`src/rtl/tcl_fifo.sv`:
```
// ----------------------------------------------------------------------------
// tcl_fifo
// Two-word queue; decouples the command side and the result side.
// ----------------------------------------------------------------------------
module tcl_fifo #(
	parameter int WIDTH = 8
) (
	input  logic             clk,
	input  logic             arst_n,
	input  logic             push,
	input  logic [WIDTH-1:0] wdata,
	output logic             full,
	input  logic             pop,
	output logic [WIDTH-1:0] rdata,
	output logic             empty
);

	logic [WIDTH-1:0] mem_q [2];
	logic             wptr_q;
	logic             rptr_q;
	logic [1:0]       cnt_q;
	logic             do_push;
	logic             do_pop;

	assign full    = (cnt_q == 2'd2);
	assign empty   = (cnt_q == 2'd0);
	assign do_push = push && !full;
	assign do_pop  = pop && !empty;
	assign rdata   = mem_q[rptr_q];

	always_ff @(posedge clk) begin
		if (do_push) begin
			mem_q[wptr_q] <= wdata;
		end
	end

	always_ff @(posedge clk or negedge arst_n) begin
		if (!arst_n) begin
			wptr_q <= 1'b0;
			rptr_q <= 1'b0;
			cnt_q  <= 2'd0;
		end else begin
			if (do_push) begin
				wptr_q <= ~wptr_q;
			end
			if (do_pop) begin
				rptr_q <= ~rptr_q;
			end
			cnt_q <= cnt_q + 2'(do_push) - 2'(do_pop);
		end
	end

endmodule

```
`config.mk`:
```
export PLATFORM = sky130hd
export DESIGN_NAME = tcl_fifo
export DESIGN_NICKNAME = d
export VERILOG_FILES = /design/src/rtl/tcl_fifo.sv
export SDC_FILE = /design/constraint.sdc
export NUM_CORES = 1
export LEC_CHECK = 0
export BUFFER_PORTS_ARGS = -buffer_cell sky130_fd_sc_hd__buf_2
export CAP_MARGIN = 15
export CORE_ASPECT_RATIO = 1.2
export CORE_MARGIN = 2
export CORE_UTILIZATION = 48
export CTS_CLUSTER_SIZE = 12
export DETAILED_ROUTE_END_ITERATION = 10
export MAX_ROUTING_LAYER = met4
export PLACE_DENSITY = 0.78
export SETUP_SLACK_MARGIN = 0.15
export SLEW_MARGIN = 10
export SYNTH_ARGS = -nofsm -noshare
export SYNTH_HDL_FRONTEND = slang
export SYNTH_SLANG_ARGS = --single-unit
```
`constraint.sdc`:
```
create_clock -name clk -period 1.8 [get_ports clk]
set_clock_uncertainty 0.05 [all_clocks]
set_input_delay 0.18 -clock clk [delete_from_list [all_inputs] [get_ports clk]]
set_output_delay 0.18 -clock clk [all_outputs]
set_load 0.01 [all_outputs]
```
Word level (Yosys, flattened, before mapping)
Memories as Yosys holds them, arrays and structs flattened.
Index checks and enable logic that the tools add are counted.
Operators by class
  add/subtract/negate cells: 2
  equality and inequality tests: 1
  multiplexer cells: 2
  bitwise logic cells: 2
  reductions and logical operators: 5
Operator list (number)
  adder 2 x 1 -> 2 bit: 1
  == test 2 bit, second input constant: 1
  logical AND 1 bit: 2
  logical NOT 1 bit: 2
  logical NOT 2 bit: 1
  2-to-1 mux 1 bit: 2
  NOT 1 bit: 2
  subtractor 2 x 1 -> 2 bit: 1
Storage, ports and cells
  register bits: 4
  bits in writable memories: 16
  bits of input ports: 12
  output and inout port bits: 10
  memories: 1
Memory list
  mem_q: words 2, bits a word 8, rd ports 1, clocked after memory_dff 0, write ports 1, RTL line 18  | logic [WIDTH-1:0] mem_q [2];

Longest topological paths before layout
Gate-level depths: netlist of run 1.
  depth in word-level cells: 5
  depth in mapped cells: 7
  depth with buffers taken out: 7

Worst setup path before layout of run 1
Ideal clock, no wire load.
  path kind: register -> register
  start: reg cnt_q[1]
  end: reg cnt_q[1]
  setup time: 0.123 ns
  data arrival time: 1.431 ns
  data required time: 1.627 ns
  path slack: 0.196 ns
  stages on the path, launching flop included: 8
  buffers on the path: 0
  period minus slack after synthesis: 1.604 ns
  path through: dfrtp_1 > nor2_1 > nor2b_2 > ha_1 > inv_1 > ha_1 > xnor2_1 > xnor2_1
Between the ends
  elaborated cells between the ends (all ways): 8
RTL lines
  start, declared: RTL line 21  | logic [1:0] cnt_q;
  start signal, assigned: RTL line 49  | cnt_q <= cnt_q + 2'(do_push) - 2'(do_pop);
  logical NOT 2 bit: RTL line 26  | assign empty = (cnt_q == 2'd0);
  via empty: RTL line 15  | output logic empty
  logical NOT 1 bit: RTL line 28  | assign do_pop = pop && !empty;
  logical AND 1 bit: RTL line 28
  via do_pop: RTL line 23  | logic do_pop;
  subtractor 2 x 1 -> 2 bit: RTL line 49
The timed path passes the listed nets, and every way through them passes these cells.
A chain may end at the register's enable or synchronous reset.

Worst setup path in the final report of run 1
  start: reg cnt_q[1]
  end: reg cnt_q[1]
Between the ends
  elaborated cells between the ends (all ways): 8
RTL lines (RTL line)
  logical NOT 2 bit: 26
  logical NOT 1 bit: 28
  logical AND 1 bit: 28
  via do_pop: 23
  subtractor 2 x 1 -> 2 bit: 49
The timed path passes the listed nets, and every way through them passes these cells.

==> results of run 1 <==
-- metrics by stage --
stage          worst slack, ns   util  std cells  total power, uW  instance area (sq um)
2_1_floorplan            0.196      -         43             1060                    776
3_3_place_gp             0.262  0.615         82             1230                    912
3_5_place_dp             0.213  0.615         82             1250                    912
4_1_cts                  0.194  0.647         87             1510                    960
5_1_grt                  0.132  0.671         90             1660                    995
6_report                 0.236  0.671         90             1560                    995
-- worst max-delay path, delay by kind of cell, from the launching register on --
kind | cells | cell delay, ns
fa+ha+maj | 2 | 0.47
flops | 1 | 0.43
xor+xnor | 2 | 0.26
simple gates | 2 | 0.22
buf+inv | 1 | 0.04
-- where the power goes --
| group | total (uW) | leakage (uW) | internal (uW) | switching [uW] |
|---|---|---|---|---|
| Combinational | 566 | 0.000206 | 316 | 250 |
| Sequential | 742 | 0.000194 | 649 | 92.5 |
| Clock | 250 | 0.0000210 | 123 | 127 |
-- cells in the mapped netlist --
cell	number
and3_1	1
buf_2	1
dfrtp_1	4
edfxtp_1	16
ha_1	2
inv_1	2
mux2_2	8
nand2_1	1
nand2b_1	1
nor2_1	2
nor2b_2	1
xnor2_1	3
xor2_1	1
-- path summary, 6_finish.rpt --
| path | startpoint | to | slack [ns] | cells after the start |
|---|---|---|---|---|
| setup / recovery | cnt_q[1] | cnt_q[1] | 0.24 | 7 |
| hold / removal | wdata[5] | mem_q[0][5] | 0.02 | 1 |
| setup reg to reg | cnt_q[1] | cnt_q[1] | 0.24 | 7 |
| hold reg to reg | wptr_q | wptr_q | 0.49 | 1 |
| max in group asynchronous | arst_n | rptr_q | 1.40 | 2 |
| min in group asynchronous | arst_n | wptr_q | 0.17 | 2 |
-- timing repair --
item	in CTS	in global routing
endpoints found under the hold margin	4	0
setup buffers	0	3
pin swaps	0	1
endpoints found under the setup margin	8	1
hold buffers	1	0
resized for setup	1	3
-- final cells by class --
class                           instances  area [sq um]  share of cell area
Clock buffer                            4          36.3              0.0365
Inverter                                2          7.51             0.00755
Multi-Input combinational cell         20           195               0.196
Sequential cell                        20           582               0.585
Tap cell                               17          21.3              0.0214
Timing Repair Buffer                   27           153               0.153
-- sequential cells by signal, indices dropped and copies added, names as in the netlist --
signal	cells
mem_q	16
rptr_q	1
cnt_q	2
wptr_q	1
-- logic make-up (layout without fill, tap and decap cells) --
kind of cell / after synthesis / count (layout)
xor gates and xnor gates: 4 / 4
adders and majority gates: 2 / 2
buffers and inverters: 3 / 33
DFF: 20 / 20
muxes: 8 / 8
and+or+nand+nor: 6 / 6
-- routing by layer --
| metal | vias to the layer above | global-route usage | wire length, um |
|---|---|---|---|
| met5 | - | - | 0 |
| met4 | 0 | 0.100 | 12 |
| met3 | 2 | 0.0419 | 58 |
| met2 | 16 | 0.248 | 621 |
| met1 | 202 | 0.152 | 517 |
| li1 | 216 | - | - |
==> impl_metrics.py, run 1 <==
metrics = {
    "status": {
        "status": "finished, final reports clean",
    },
    "critical_path": {
        "setup.worst_path.start_class": "flip-flop",
        "endpoint_kind": "flip-flop",
        "cp_common_cell": "ha_1",
        "cp.arrival_ns": 1.70,
        "crit_type": "reg -> reg",
        "crit_fanout": 3,
        "slowest_stage": "dfrtp_1",
        "cp_cell_sequence": "nor2_2, nor2b_2, ha_1, inv_1, ha_1, xnor2_2, xnor2_1",
        "cp.required_ns": 1.94,
        "max_stage_delay_ns": 0.43,
    },
    "global_route": {
        "grt_pass1_wl_um": 1690,
        "grt_util_all_layers": 0.151,
        "grt_max_degree": 12,
        "grt_overflow_total": 0,
        "grt_pass1_vias": 429,
        "antenna_found_initial": 0,
    },
    "logic_synthesis": {
        "synth-adder-area-share": 0.0323,
        "yosys.area_share.xor_xnor": 0.0452,
        "synth_area_sq_um": 776,
        "ys_warn_count": 0,
        "synth_top_family_by_area": "multiplexers",
        "synth_cell_types": 13,
        "synth-compound-area-share": 0,
        "synth_cells": 43,
        "synth-simple-area-share": 0.0419,
        "synth_top_cell_area_share": 0.619,
        "syn_area_per_cell_sq_um": 18.0,
        "synth_nets": 57,
        "ys_seq_area_frac": 0.748,
        "synth_mux_area_frac": 0.116,
        "synth.area.top_cells": "edfxtp_1 62%, dfrtp_1 13%, mux2_2 12%",
        "yosys.area.top_type": "edfxtp_1",
        "ys_ff_latch": 20,
    },
    "final_layout": {
        "num_antenna_cells": 0,
        "final_cell_mix": "21 x buf_2, 16 x edfxtp_1, 8 x mux2_2, 5 x buf_4",
        "drive_above_1_share": 0.589,
        "finalNetCount": 88,
        "syn2layout_area_growth_pct": 28.2,
        "num-fill-cells": 100,
        "layout_commonest_cell": "buf_2",
    },
    "floorplanning": {
        "rows": 15,
        "dieArea_sq_um": 1960,
        "io_pins": 22,
        "coreArea_sq_um": 1480,
        "dieHeight_um": 48.0,
        "initial_core_util": 0.523,
        "die_x_um": 40.7,
    },
    "placement": {
        "place_congestion": 0.603,
        "dp_hpwl_um": 859,
        "io_buffers": 21,
    },
    "clock_tree": {
        "clk_latency_ns": 0.29,
        "htreeDepth": 1,
        "cts_tree": "yes",
        "cts_root_buf": "clkbuf_4",
        "numCtsBuffers": 3,
        "cts.clk_slew.worst_paths_ns": 0.10,
        "clk_path_buf_depth": 2,
        "cts_sinks": 20,
    },
    "drt": {
        "drt_iter0_markers": 1,
        "drtPass1Iterations": 3,
        "dr_total_vias": 436,
        "wire_per_inst_um": 13.4,
        "wl_um": 1210,
        "vias_per_cell": 4.84,
        "ant_nets": 0,
        "drc": 0,
    },
    "timing": {
        "hold_viol_final": 0,
        "tns_ns": 0,
        "relSlewSlack": 0.742,
        "fmax_mhz": 639,
        "final.min_clock_period_ns": 1.56,
        "rsz0062_at_grt": "false",
        "worst_pin_slew_ns": 0.387,
        "slew_violations": 0,
        "finalCritPeriodShare": 0.869,
        "final-setup-viol-count": 0,
        "whs_ns": 0.0174,
    },
    "pwr": {
        "ir_drop_uv": 960,
        "powerDensity_nw_per_um2": 1570,
        "p_leak_uw": 0.000421,
    },
    "hold_path": {
        "hold_path_class": "in -> reg",
    },
    "flow_run": {
        "drv_cap": 0,
    },
}
Note: power is estimated with default switching activity, not from simulation.
==> inputs of run 2 (changes only) <==
==> constraint.sdc (replaced) <==
create_clock -name clk -period 1.8 [get_ports clk]
set_clock_uncertainty 0.05 [all_clocks]
set_input_delay 0.27 -clock clk [delete_from_list [all_inputs] [get_ports clk]]
set_output_delay 0.27 -clock clk [all_outputs]
set_load 0.01 [all_outputs]
==> impl_metrics.py, run 2 (synthesized netlist as in run 1, its figures left out) <==
metrics = {
    "global_route": {
        "grt_max_degree": 12,
        "grt_overflow_total": 0,
        "antenna_found_initial": 0,
        "grt_pass1_wl_um": 1690,
        "grt_util_all_layers": 0.151,
        "grt_pass1_vias": 429,
    },
    "floorplanning": {
        "initial_core_util": 0.523,
        "dieArea_sq_um": 1960,
        "die_x_um": 40.7,
        "io_pins": 22,
        "coreArea_sq_um": 1480,
        "dieHeight_um": 48.0,
        "rows": 15,
    },
    "hold_path": {
        "hold_path_class": "in -> reg",
    },
    "timing": {
        "finalCritPeriodShare": 0.888,
        "relSlewSlack": 0.750,
        "rsz0062_at_grt": "true",
        "hold_viol_final": 0,
        "worst_pin_slew_ns": 0.376,
        "final.min_clock_period_ns": 1.60,
        "final-setup-viol-count": 0,
        "slew_violations": 0,
        "tns_ns": 0,
        "whs_ns": 0.107,
        "fmax_mhz": 626,
    },
    "drt": {
        "wire_per_inst_um": 13.5,
        "drc": 0,
        "vias_per_cell": 4.81,
        "ant_nets": 0,
        "drtPass1Iterations": 2,
        "wl_um": 1230,
        "drt_iter0_markers": 3,
        "dr_total_vias": 438,
    },
    "clock_tree": {
        "cts_tree": "yes",
        "cts.clk_slew.worst_paths_ns": 0.10,
        "clk_latency_ns": 0.29,
        "clk_path_buf_depth": 2,
        "cts_root_buf": "clkbuf_4",
        "cts_sinks": 20,
        "htreeDepth": 1,
        "numCtsBuffers": 3,
    },
    "pwr": {
        "seqPwrFrac": 0.445,
        "switching_share": 0.299,
        "p_leak_uw": 0.000426,
        "combPwrFrac": 0.398,
        "p_int_uw": 1110,
        "power_frac_clock": 0.158,
        "powerDensity_nw_per_um2": 1580,
        "p_sw_uw": 473,
        "ir_drop_uv": 949,
    },
    "critical_path": {
        "cp.required_ns": 1.48,
        "crit_type": "reg -> out",
        "setup.worst_path.start_class": "flip-flop",
        "endpoint_kind": "output port",
        "cp.arrival_ns": 1.28,
        "crit_fanout": 5,
    },
    "final_layout": {
        "syn2layout_area_growth_pct": 29.2,
        "num_antenna_cells": 0,
        "final_core_util": 0.676,
        "top_regs": "mem_q (16), cnt_q (2)",
        "largest_reg_flops": 16,
        "layout_commonest_cell": "buf_2",
        "finalNetCount": 89,
        "final_cell_mix": "21 x buf_2, 16 x edfxtp_1, 8 x mux2_2, 6 x buf_4",
        "top_register": "mem_q",
        "drive_above_1_share": 0.595,
    },
    "flow_run": {
        "drv_cap": 0,
    },
    "status": {
        "status": "finished, final reports clean",
    },
    "placement": {
        "place_congestion": 0.603,
        "dp_hpwl_um": 859,
        "io_buffers": 21,
    },
}
-- run 2: changes by cell type in the layout (fill, tap and decap cells not counted) --
cell   before  now
buf_4       5    6
-- run 2: power groups by stage --
stage	combinational [uW]	clock, uW	sequential, uW
5_1_grt	700	275	718
6_report	630	249	704
2_1_floorplan	370	0	692
4_1_cts	505	259	744
3_5_place_dp	501	0	750
3_3_place_gp	488	0	737
-- run 2: routing by layer --
| metal | part of all wire | vias up | track usage |
|---|---|---|---|
| li1 | - | 219 | - |
| met1 | 0.43 | 201 | 0.152 |
| met4 | 0.0098 | 0 | 0.100 |
| met2 | 0.51 | 16 | 0.248 |
| met3 | 0.047 | 2 | 0.0419 |
| met5 | 0 | - | - |
-- run 2: path summary, 6_finish.rpt --
kind                       slack [ns]     start          end  cells after the start
min in group asynchronous        0.26    arst_n       wptr_q                      2
hold / removal                   0.11  wdata[5]  mem_q[0][5]                      1
setup / recovery                 0.20    rptr_q     rdata[5]                      3
setup reg to reg                 0.22  cnt_q[1]     cnt_q[1]                      7
max in group asynchronous        1.30    arst_n       rptr_q                      2
hold reg to reg                  0.48    wptr_q       wptr_q                      1
-- run 2: final cells by class --
class	instances	area [sq um]
sequential	20	582
fill	100	480
multi-input combinational	20	195
timing repair buffer	28	160
clock buffer	4	36.3
tap	17	21.3
inverter	2	7.51
-- run 2: per-stage QoR --
step	instance area [sq um]	power, uW	worst slack, ns	std cells
2_1_floorplan	776	1060	0.196	43
3_3_place_gp	912	1230	0.262	82
3_5_place_dp	912	1250	0.213	82
4_1_cts	960	1510	0.149	87
5_1_grt	1000	1690	0.110	91
6_report	1000	1580	0.202	91
-- run 2: worst max-delay path, cell delays in order (launching register included) --
cell	delay [ns]
dfrtp_2	0.37
buf_4	0.14
mux2_2	0.33
buf_2	0.14
-- run 2: what timing repair did --
| item | in CTS | in global routing |
|---|---|---|
| hold endpoints to repair | 4 | 0 |
| buffers inserted | 0 | 4 |
| hold buffers | 1 | 0 |
| gates resized for setup | 1 | 5 |
| gates cloned | 0 | 0 |
| setup endpoints to repair | 8 | 9 |
